===== config.mk =====
export PLATFORM = sky130hd
export DESIGN_NAME = bb3w_accum
export DESIGN_NICKNAME = d
export VERILOG_FILES = /design/src/rtl/bb3w_pkg.sv /design/src/rtl/bb3w_accum.sv
export SDC_FILE = /design/constraint.sdc
export NUM_CORES = 1
export LEC_CHECK = 0
export CAP_MARGIN = 10
export CELL_PAD_IN_SITES_DETAIL_PLACEMENT = 0
export CELL_PAD_IN_SITES_GLOBAL_PLACEMENT = 1
export CORE_UTILIZATION = 45
export DETAILED_ROUTE_END_ITERATION = 8
export DONT_BUFFER_PORTS = 1
export HOLD_SLACK_MARGIN = 0.02
export PLACE_DENSITY_LB_ADDON = 0.1
export SYNTH_ARGS = -nofsm -noshare
export SYNTH_HDL_FRONTEND = slang
export SYNTH_SLANG_ARGS = --single-unit

===== constraint.sdc =====
create_clock -name clk -period 7.5 [get_ports clk]
set_input_delay 0.375 -clock clk [delete_from_list [all_inputs] [get_ports clk]]
set_output_delay 0.375 -clock clk [all_outputs]
set_load 0.1 [all_outputs]

===== src/rtl/bb3w_pkg.sv =====
// package: shared types and constants for the wrapped 3x3 box blur
`default_nettype none
package bb3w_pkg;
  localparam logic [1:0] REQ_WRITE = 2'd0;
  localparam logic [1:0] REQ_RUN   = 2'd1;
  localparam logic [1:0] REQ_READ  = 2'd2;

  localparam logic [1:0] CFG_WIDTH  = 2'd0;
  localparam logic [1:0] CFG_HEIGHT = 2'd1;
  localparam logic [1:0] CFG_PASSES = 2'd2;

  typedef enum logic [3:0] {
    ST_IDLE,
    ST_READ_WAIT,
    ST_READ_DATA,
    ST_PIX_START,
    ST_TAP_ADDR,
    ST_TAP_LAST,
    ST_TAP_DRAIN,
    ST_PIX_WRITE,
    ST_COPY_ADDR,
    ST_COPY_WRITE,
    ST_RESULT
  } state_t;

  // rounded mean: floor((2*sum+9)/18) for sum up to 9*255
  function automatic logic [7:0] round_mean9(input logic [11:0] sum);
    logic [12:0] num;
    logic [25:0] prod;
    num  = {sum, 1'b0} + 13'd9;
    // 2^18/18 rounded up: exact for num < 4700
    prod = num * 15'd14564;
    return prod[25:18];
  endfunction
endpackage
`default_nettype wire


===== src/rtl/bb3w_accum.sv =====
// accumulator: sums nine rgb taps, one per cycle while add is high, and rounds the means
`default_nettype none
module bb3w_accum (
  input  wire logic        clk,
  input  wire logic        clear,
  input  wire logic        add,
  input  wire logic [23:0] tap,
  output logic      [23:0] mean
);
  logic [11:0] sum_b, sum_g, sum_r;

  always_ff @(posedge clk) begin
    if (clear) begin
      sum_b <= '0;
      sum_g <= '0;
      sum_r <= '0;
    end else if (add) begin
      sum_b <= sum_b + {4'd0, tap[7:0]};
      sum_g <= sum_g + {4'd0, tap[15:8]};
      sum_r <= sum_r + {4'd0, tap[23:16]};
    end
  end

  assign mean = {bb3w_pkg::round_mean9(sum_r), bb3w_pkg::round_mean9(sum_g),
                 bb3w_pkg::round_mean9(sum_b)};
endmodule
`default_nettype wire


After elaboration in Yosys (flattened, before gate mapping)
Index checks and enable logic that the tools add are counted.

Bits in registers: 36. Input bits: 27. Output and inout bits: 24. Logic and storage cells: 12.

Add/sub/neg operators: 6. $mul: 3.

Operators with widths (number): multiplier 13 x 12 -> 24 bit (second input constant) (3); adder 13 x 4 -> 13 bit (second input constant) (3); adder 12 x 8 -> 12 bit (3).

Logic depth before layout (Yosys ltp)
Gate-level depths: netlist (run 1).

Depth in word-level cells: 2. Depth in mapped cells: 22. Depth with buffers taken out: 22.

Least setup slack after synthesis (run 1)
Ideal clock, no wire load.

Path type: register to output. Start point: register sum_r[2]. End point: output port mean[19]. Arrival time: 7.136 ns. Data required time: 7.125 ns. Slack: -0.011 ns. Stages on the path, launching flop included: 21. Path buffers: 0. Cell sequence: dfxtp_1 ha_1 nand3_1 xnor2_1 xor2_1 ha_1 a21o_1 ha_1 inv_1 fa_1 inv_1 fa_1 inv_1 fa_1 inv_1 ha_1 a21o_1 a221oi_1 nor2b_1 or3_4 o311ai_1.

Word-level cells in the longest chain between the ends: 2.

Ends and longest elaborated chain: start: declaration (RTL line bb3w_accum.sv:10) `logic [11:0] sum_b, sum_g, sum_r;`; start signal: assignment (RTL line bb3w_accum.sv:20) `sum_r <= sum_r + {4'd0, tap[23:16]};`; adder 13 x 4 -> 13 bit (RTL line bb3w_pkg.sv:30) `num = {sum, 1'b0} + 13'd9;`; multiplier 13 x 12 -> 24 bit (RTL line bb3w_pkg.sv:32) `prod = num * 15'd14564;`; end: declaration (RTL line bb3w_accum.sv:8) `output logic [23:0] mean`.

No other way between the ends.

Worst setup path in the final report (run 1)
Start point: register sum_b[2]. End point: output port mean[7].

Word-level cells in the longest chain between the ends: 2.

Ends and longest elaborated chain: start: declaration (RTL line bb3w_accum.sv:10); start signal: assignment (RTL line bb3w_accum.sv:18) `sum_b <= sum_b + {4'd0, tap[7:0]};`; adder 13 x 4 -> 13 bit (RTL line bb3w_pkg.sv:30); multiplier 13 x 12 -> 24 bit (RTL line bb3w_pkg.sv:32).

No other way between the ends.

==> results by group, run 1 <==
Outcome
  – Status: completed

Synthesis
  – Synthesized area: 9400 um^2
  – Post-synth cell types: 62
  – Yosys warning total: 0
  – Post-Synthesis Cells: 1,070
  – Synthesized Nets: 1,410
  – Most common cell in the netlist: ha_1
  – Post-synth EDFFs: 0
  – Sequential fraction of the synthesis area: 0.0767
  – Main flop type after synthesis: dfxtp_1
  – Post-synth top cells: 239 x ha_1, 197 x inv_1, 74 x fa_1
  – Synth top area cells: ha_1 32%, fa_1 16%, inv_1 7.9%
  – Synth area leader: ha_1
  – Synth top area share: 0.318
  – Synthesized flop and latch total: 36
  – Synthesized area per cell: 8.78 um^2
  – Async S/R FF share, synth: 0

Detailed routing
  – Via count: 7,067
  – Met2 WL: 8530 um
  – Final ANT Viol Nets: 0
  – Drt pass-1 iters: 5
  – Max Used Layer: met4
  – DRC Markers: 0
  – M1 WL: 10,300 um
  – Met3 routed WL: 570 um
  – Final wirelength: 19,500 um
  – Via density: 5.22
  – Wire per inst: 14.4 um
  – Initial DRC count: 266

Setup path
  – Crit-path slowest cell: a211o_1
  – Critical-path cell list: ha_1 -> nand3_1 -> xor2_1 -> inv_1 -> xnor2_1 -> ha_1 -> o21bai_1 -> ha_1 -> inv_1 -> fa_1 -> inv_1 -> fa_1 -> inv_1 -> fa_1 -> inv_1 -> ha_1 -> nand4_1 -> o221a_2 -> a21oi_1 -> o2111a_1 -> a211o_1
  – Crit start category: flop
  – CP arrival: 6.31 ns
  – Critical path endpoint category: output pin
  – Most frequent CP cell: inv_1
  – Critical path required time: 7.12 ns
  – Worst-path fanout max: 10
  – Critical path type: flop to output pin
  – CP max stage delay: 0.67 ns
  – Worst path bufs/invs: 5
  – Top delay family on crit path: adder cells

Final layout
  – Non-filler cells in the finished layout: 1,354
  – Final Cell Area: 10,200 um^2
  – Ratio of cells with drive above 1 in the final layout: 0.0664
  – Final-stage net count: 1,423
  – Fillers: 1,980
  – Ant. Diodes: 0
  – Area grow syn2layout: 8.21%

Clock network
  – CTS H-tree depth: 2
  – Clk_lat worst skew: 0.28 ns
  – CTS Buf Count: 5
  – Root Driver: clkbuf_16
  – Clock buffer depth: 2
  – Hold-fix buffers, CTS: 0
  – Setup Fix Bufs, Post-CTS: 0
  – Resized Gates After CTS: 0
  – Clock-pin slew on the worst setup and hold paths: 0.06 ns
  – Clk sinks: 36
  – CTS tree: done

Timing
  – Setup TNS: 0 ns
  – Min Tclk post-route: 6.68 ns
  – RSZ-0062 raised after global routing: no
  – Layout Skew: 0.00564 ns
  – Pins Over Slew Limit: 0
  – Worst-Margin Slew: 0.856 ns
  – Setup-failing EPs final: 0
  – Fmax: 0.150 GHz
  – Hold Vio Cnt, Final: 0
  – Slew headroom: 0.430
  – Part of the cycle the worst path needs: 0.891

Global route
  – Total Routing Usage GR: 0.188
  – Largest net degree at the start of global routing: 44
  – Vias in the first global route: 6,909
  – First-pass GRT wire length: 33,500 um
  – Antenna violations before repair: 1
  – Global route total overflow: 0

Floorplan
  – Core Area: 20,400 um^2
  – Die area: 21,500 um^2
  – Starting Density: 0.462
  – Die width: 147 um
  – Die Y: 147 um
  – # IOs: 51
  – Row count: 52

Min path
  – Hold WC Path Type: input port to flop

Place
  – PortBufs: 0
  – Hpwl dp: 17,000 um
  – Area after DPL: 10,000 um^2
  – Placer congestion estimate: 0.866
  – Placed Instances: 1,346

Flow run
  – Max capacitance violation total: 0
final cells by class:
class	instances	area (um^2)	share of cell area
flip-flops and latches	36	721	0.0709
inverters	197	739	0.0727
well taps	270	338	0.0332
repair buffers	24	180	0.0177
multi-input cells	819	8040	0.791
clock buffers	6	139	0.0137
clock inverters	2	10.0	0.000984
registers in the layout, indices dropped and copies added (netlist names):
name and cells:
sum_b 12, sum_r 12, sum_g 12
stage by stage:
stage	utilization	hold WS, ns	setup WS, ns
after CTS	0.499	0.160	0.808
after floorplan	-	0.464	0.741
after global placement	0.492	0.451	1.20
final	0.499	0.165	0.819
after detailed placement	0.492	0.454	1.12
after global routing	0.499	0.158	0.358
cell families after synthesis:
group / Yosys count / share of synthesized area
AND/OR/NAND/NOR: 196 / 0.108
adder cells (fa/ha/maj): 314 / 0.477
XOR/XNOR: 107 / 0.101
buffers and inverters: 215 / 0.0861
multiplexers: 15 / 0.0172
AO/OA/AOI/OAI: 187 / 0.134
flip-flops: 36 / 0.0767
layout by cell type (no fill, tap or decap), drive strengths merged, types with 5 or more instances in the layout:
master  Yosys  final
a31oi       5      5
nand2      45     45
o21bai      7      7
nand4      10     10
xor2       34     34
o21ai      28     28
or3         5      5
a21o       30     30
nor2       48     48
o21a       12     12
a211oi     12     12
nor2b      15     15
xnor2      73     73
nor4b       9      9
nor3       16     16
dfxtp      36     36
clkbuf     14      6
fa         74     74
inv       197    197
mux2i       6      6
mux2        9      9
ha        239    239
o311ai      6      6
nand3      18     18
and3        8      8
a21oi      47     47
buf         4     24
path summary, 6_finish.rpt:
check,from,end,slack [ns],depth (start not counted)
worst max-delay path,sum_b[2],mean[7],0.82,21
worst min-delay path,clear,sum_b[7],0.17,1
worst max register to register,sum_g[0],sum_g[10],4.90,9
worst min register to register,sum_b[11],sum_b[11],0.48,2
layer usage:
| layer | global-route usage | vias to the layer above |
|---|---|---|
| met5 | 0 | - |
| met4 | 0.0182 | 0 |
| met3 | 0.0188 | 7 |
| met2 | 0.298 | 71 |
| met1 | 0.282 | 3314 |
| li1 | - | 3675 |
Power of run 1 is not shown: default switching activity piles up to over one toggle a cycle in this logic, so the estimate is an artifact.
==> run 2, diff against run 1 <==
clock period = 5.68 ns   (was 7.5 ns; I/O delays follow)
==> run 2 against run 1 <==
Effect of this change:
- clock skew down 0.0014 ns
- via count grew 5.3%
- final cell count grew 4.7%
- final area is 18% higher
- first-iteration DRC count down 7.5%
- highest routed layer unchanged
==> results by group, run 2 (synthesis results as in run 1) <==
Detailed routing
  – Via density: 5.25
  – Initial DRC count: 246
  – Wire per inst: 14.8 um
  – Drt pass-1 iters: 4
  – Final wirelength: 21,000 um
  – Via count: 7,444
  – Final ANT Viol Nets: 0
  – DRC Markers: 0

Setup path
  – Critical path required time: 5.40 ns
  – Flop2flop setup slack: 3.03 ns
  – Critical path type: flop to output pin
  – Critical-path cell list: ha_4 -> buf_4 -> nand2_2 -> xor2_4 -> buf_4 -> fa_1 -> inv_2 -> ha_4 -> fa_1 -> fa_1 -> ha_1 -> ha_1 -> and3_1 -> a221oi_2 -> nor2b_2 -> or3_4 -> o311ai_4 -> buf_12
  – CP arrival: 5.36 ns
  – Worst-path fanout max: 7
  – Critical path endpoint category: output pin
  – Crit-path slowest cell: fa_1
  – Most frequent CP cell: fa_1
  – CP max stage delay: 0.54 ns
  – Crit start category: flop

Final layout
  – Most frequent cells in the layout: 213 x ha_1, 181 x inv_1, 73 x fa_1, 59 x buf_4, 44 x xnor2_1
  – Ant. Diodes: 0
  – Area grow syn2layout: 27.4%
  – Commonest non-fill, non-tap cell in the layout: ha_1
  – Final-stage net count: 1,486
  – Ratio of cells with drive above 1 in the final layout: 0.230
  – Largest registers: sum_b (12), sum_g (12), sum_r (12)
  – Final Util: 0.588

Place
  – Hpwl dp: 17,300 um
  – PortBufs: 0
  – Placer congestion estimate: 0.852

Floorplan
  – Die width: 147 um
  – # IOs: 51
  – Die area: 21,500 um^2
  – Row count: 52
  – Die Y: 147 um
  – Core Area: 20,400 um^2
  – Starting Density: 0.462

Clock network
  – Hold-fix buffers, CTS: 0
  – CTS Buf Count: 5
  – CTS tree: done
  – Clk sinks: 36
  – CTS H-tree depth: 2
  – Clock-pin slew on the worst setup and hold paths: 0.06 ns
  – Clk_lat worst skew: 0.28 ns
  – Clock buffer depth: 2
  – Root Driver: clkbuf_16

Min path
  – Hold WC Path Type: input port to flop

Timing
  – Min Tclk post-route: 5.64 ns
  – Pins Over Slew Limit: 0
  – Fmax: 0.177 GHz
  – Worst-Margin Slew: 0.996 ns
  – Layout Skew: 0.00425 ns
  – Setup-failing EPs final: 0
  – RSZ-0062 raised after global routing: yes
  – Slew headroom: 0.335
  – Hold Vio Cnt, Final: 0
  – Part of the cycle the worst path needs: 0.993

Global route
  – Global route total overflow: 0
  – First-pass GRT wire length: 35,300 um
  – Largest net degree at the start of global routing: 44
  – Total Routing Usage GR: 0.199
  – Antenna violations before repair: 0
  – Vias in the first global route: 7,479

Flow run
  – Max capacitance violation total: 0

Outcome
  – Status: completed
[run 2: cell count changes in the layout (fill, tap and decap cells not counted), moves of 11 or more]
cell     before  now
buf_4        24   59
ha_1        239  213
ha_4          0   22
buf_12        0   20
dfxtp_1      36   18
xnor2_1      61   44
inv_1       197  181
inv_2         0   16
dfxtp_4       0   15
xnor2_4       0   11
[run 2: critical path: cells and delay by family, from the launching register on]
kind            cells  cell delay (ns)
flops               1             0.41
xor+xnor            1             0.17
buf+inv             4             0.55
simple gates        4             0.76
fa+ha+maj           7             2.57
compound gates      2             0.60
[run 2: what timing repair did]
item / 4_1_cts / 5_1_grt
endpoints found under the hold margin: 0 / 0
pin swaps: 24 / 56
gates resized for setup: 56 / 85
setup endpoints to repair: 15 / 20
buffers inserted: 12 / 24
[run 2: routing by layer]
layer	wire length, um	track usage
met1	9990	0.270
met2	10400	0.354
met3	375	0.0138
met4	165	0.0250
met5	0	0
[run 2: worst paths after layout]
check,from,to,cells past startpoint
hold reg to reg,sum_b[7],sum_b[7],2
setup / recovery,sum_r[3],mean[19],18
hold / removal,clear,sum_g[4],1
setup reg to reg,sum_g[0],sum_g[10],9
[run 2: cell type report]
cell class,instances,area [um^2]
clock buffer,5,125
clock inverter,3,42.5
fill,1773,8390
inverter,197,739
multi-input combinational,819,9010
sequential,36,781
tap,270,338
timing repair buffer,87,937
[run 2: through the flow]
step	cell area [um^2]	worst slack [ns]	setup TNS, ns	instances	hold slack (ns)
finish	12000	0.0373	0	1417	0.0677
floorplan	9930	0.000760	0	1070	0.464
CTS	11300	0.0000946	0	1394	0.0533
global route	12000	-0.167	-0.456	1417	0.0518
detailed placement	10800	-0.0406	-0.0406	1374	0.352
global placement	10800	0.00699	0	1374	0.350
Power of run 2 is left out for the same reason.
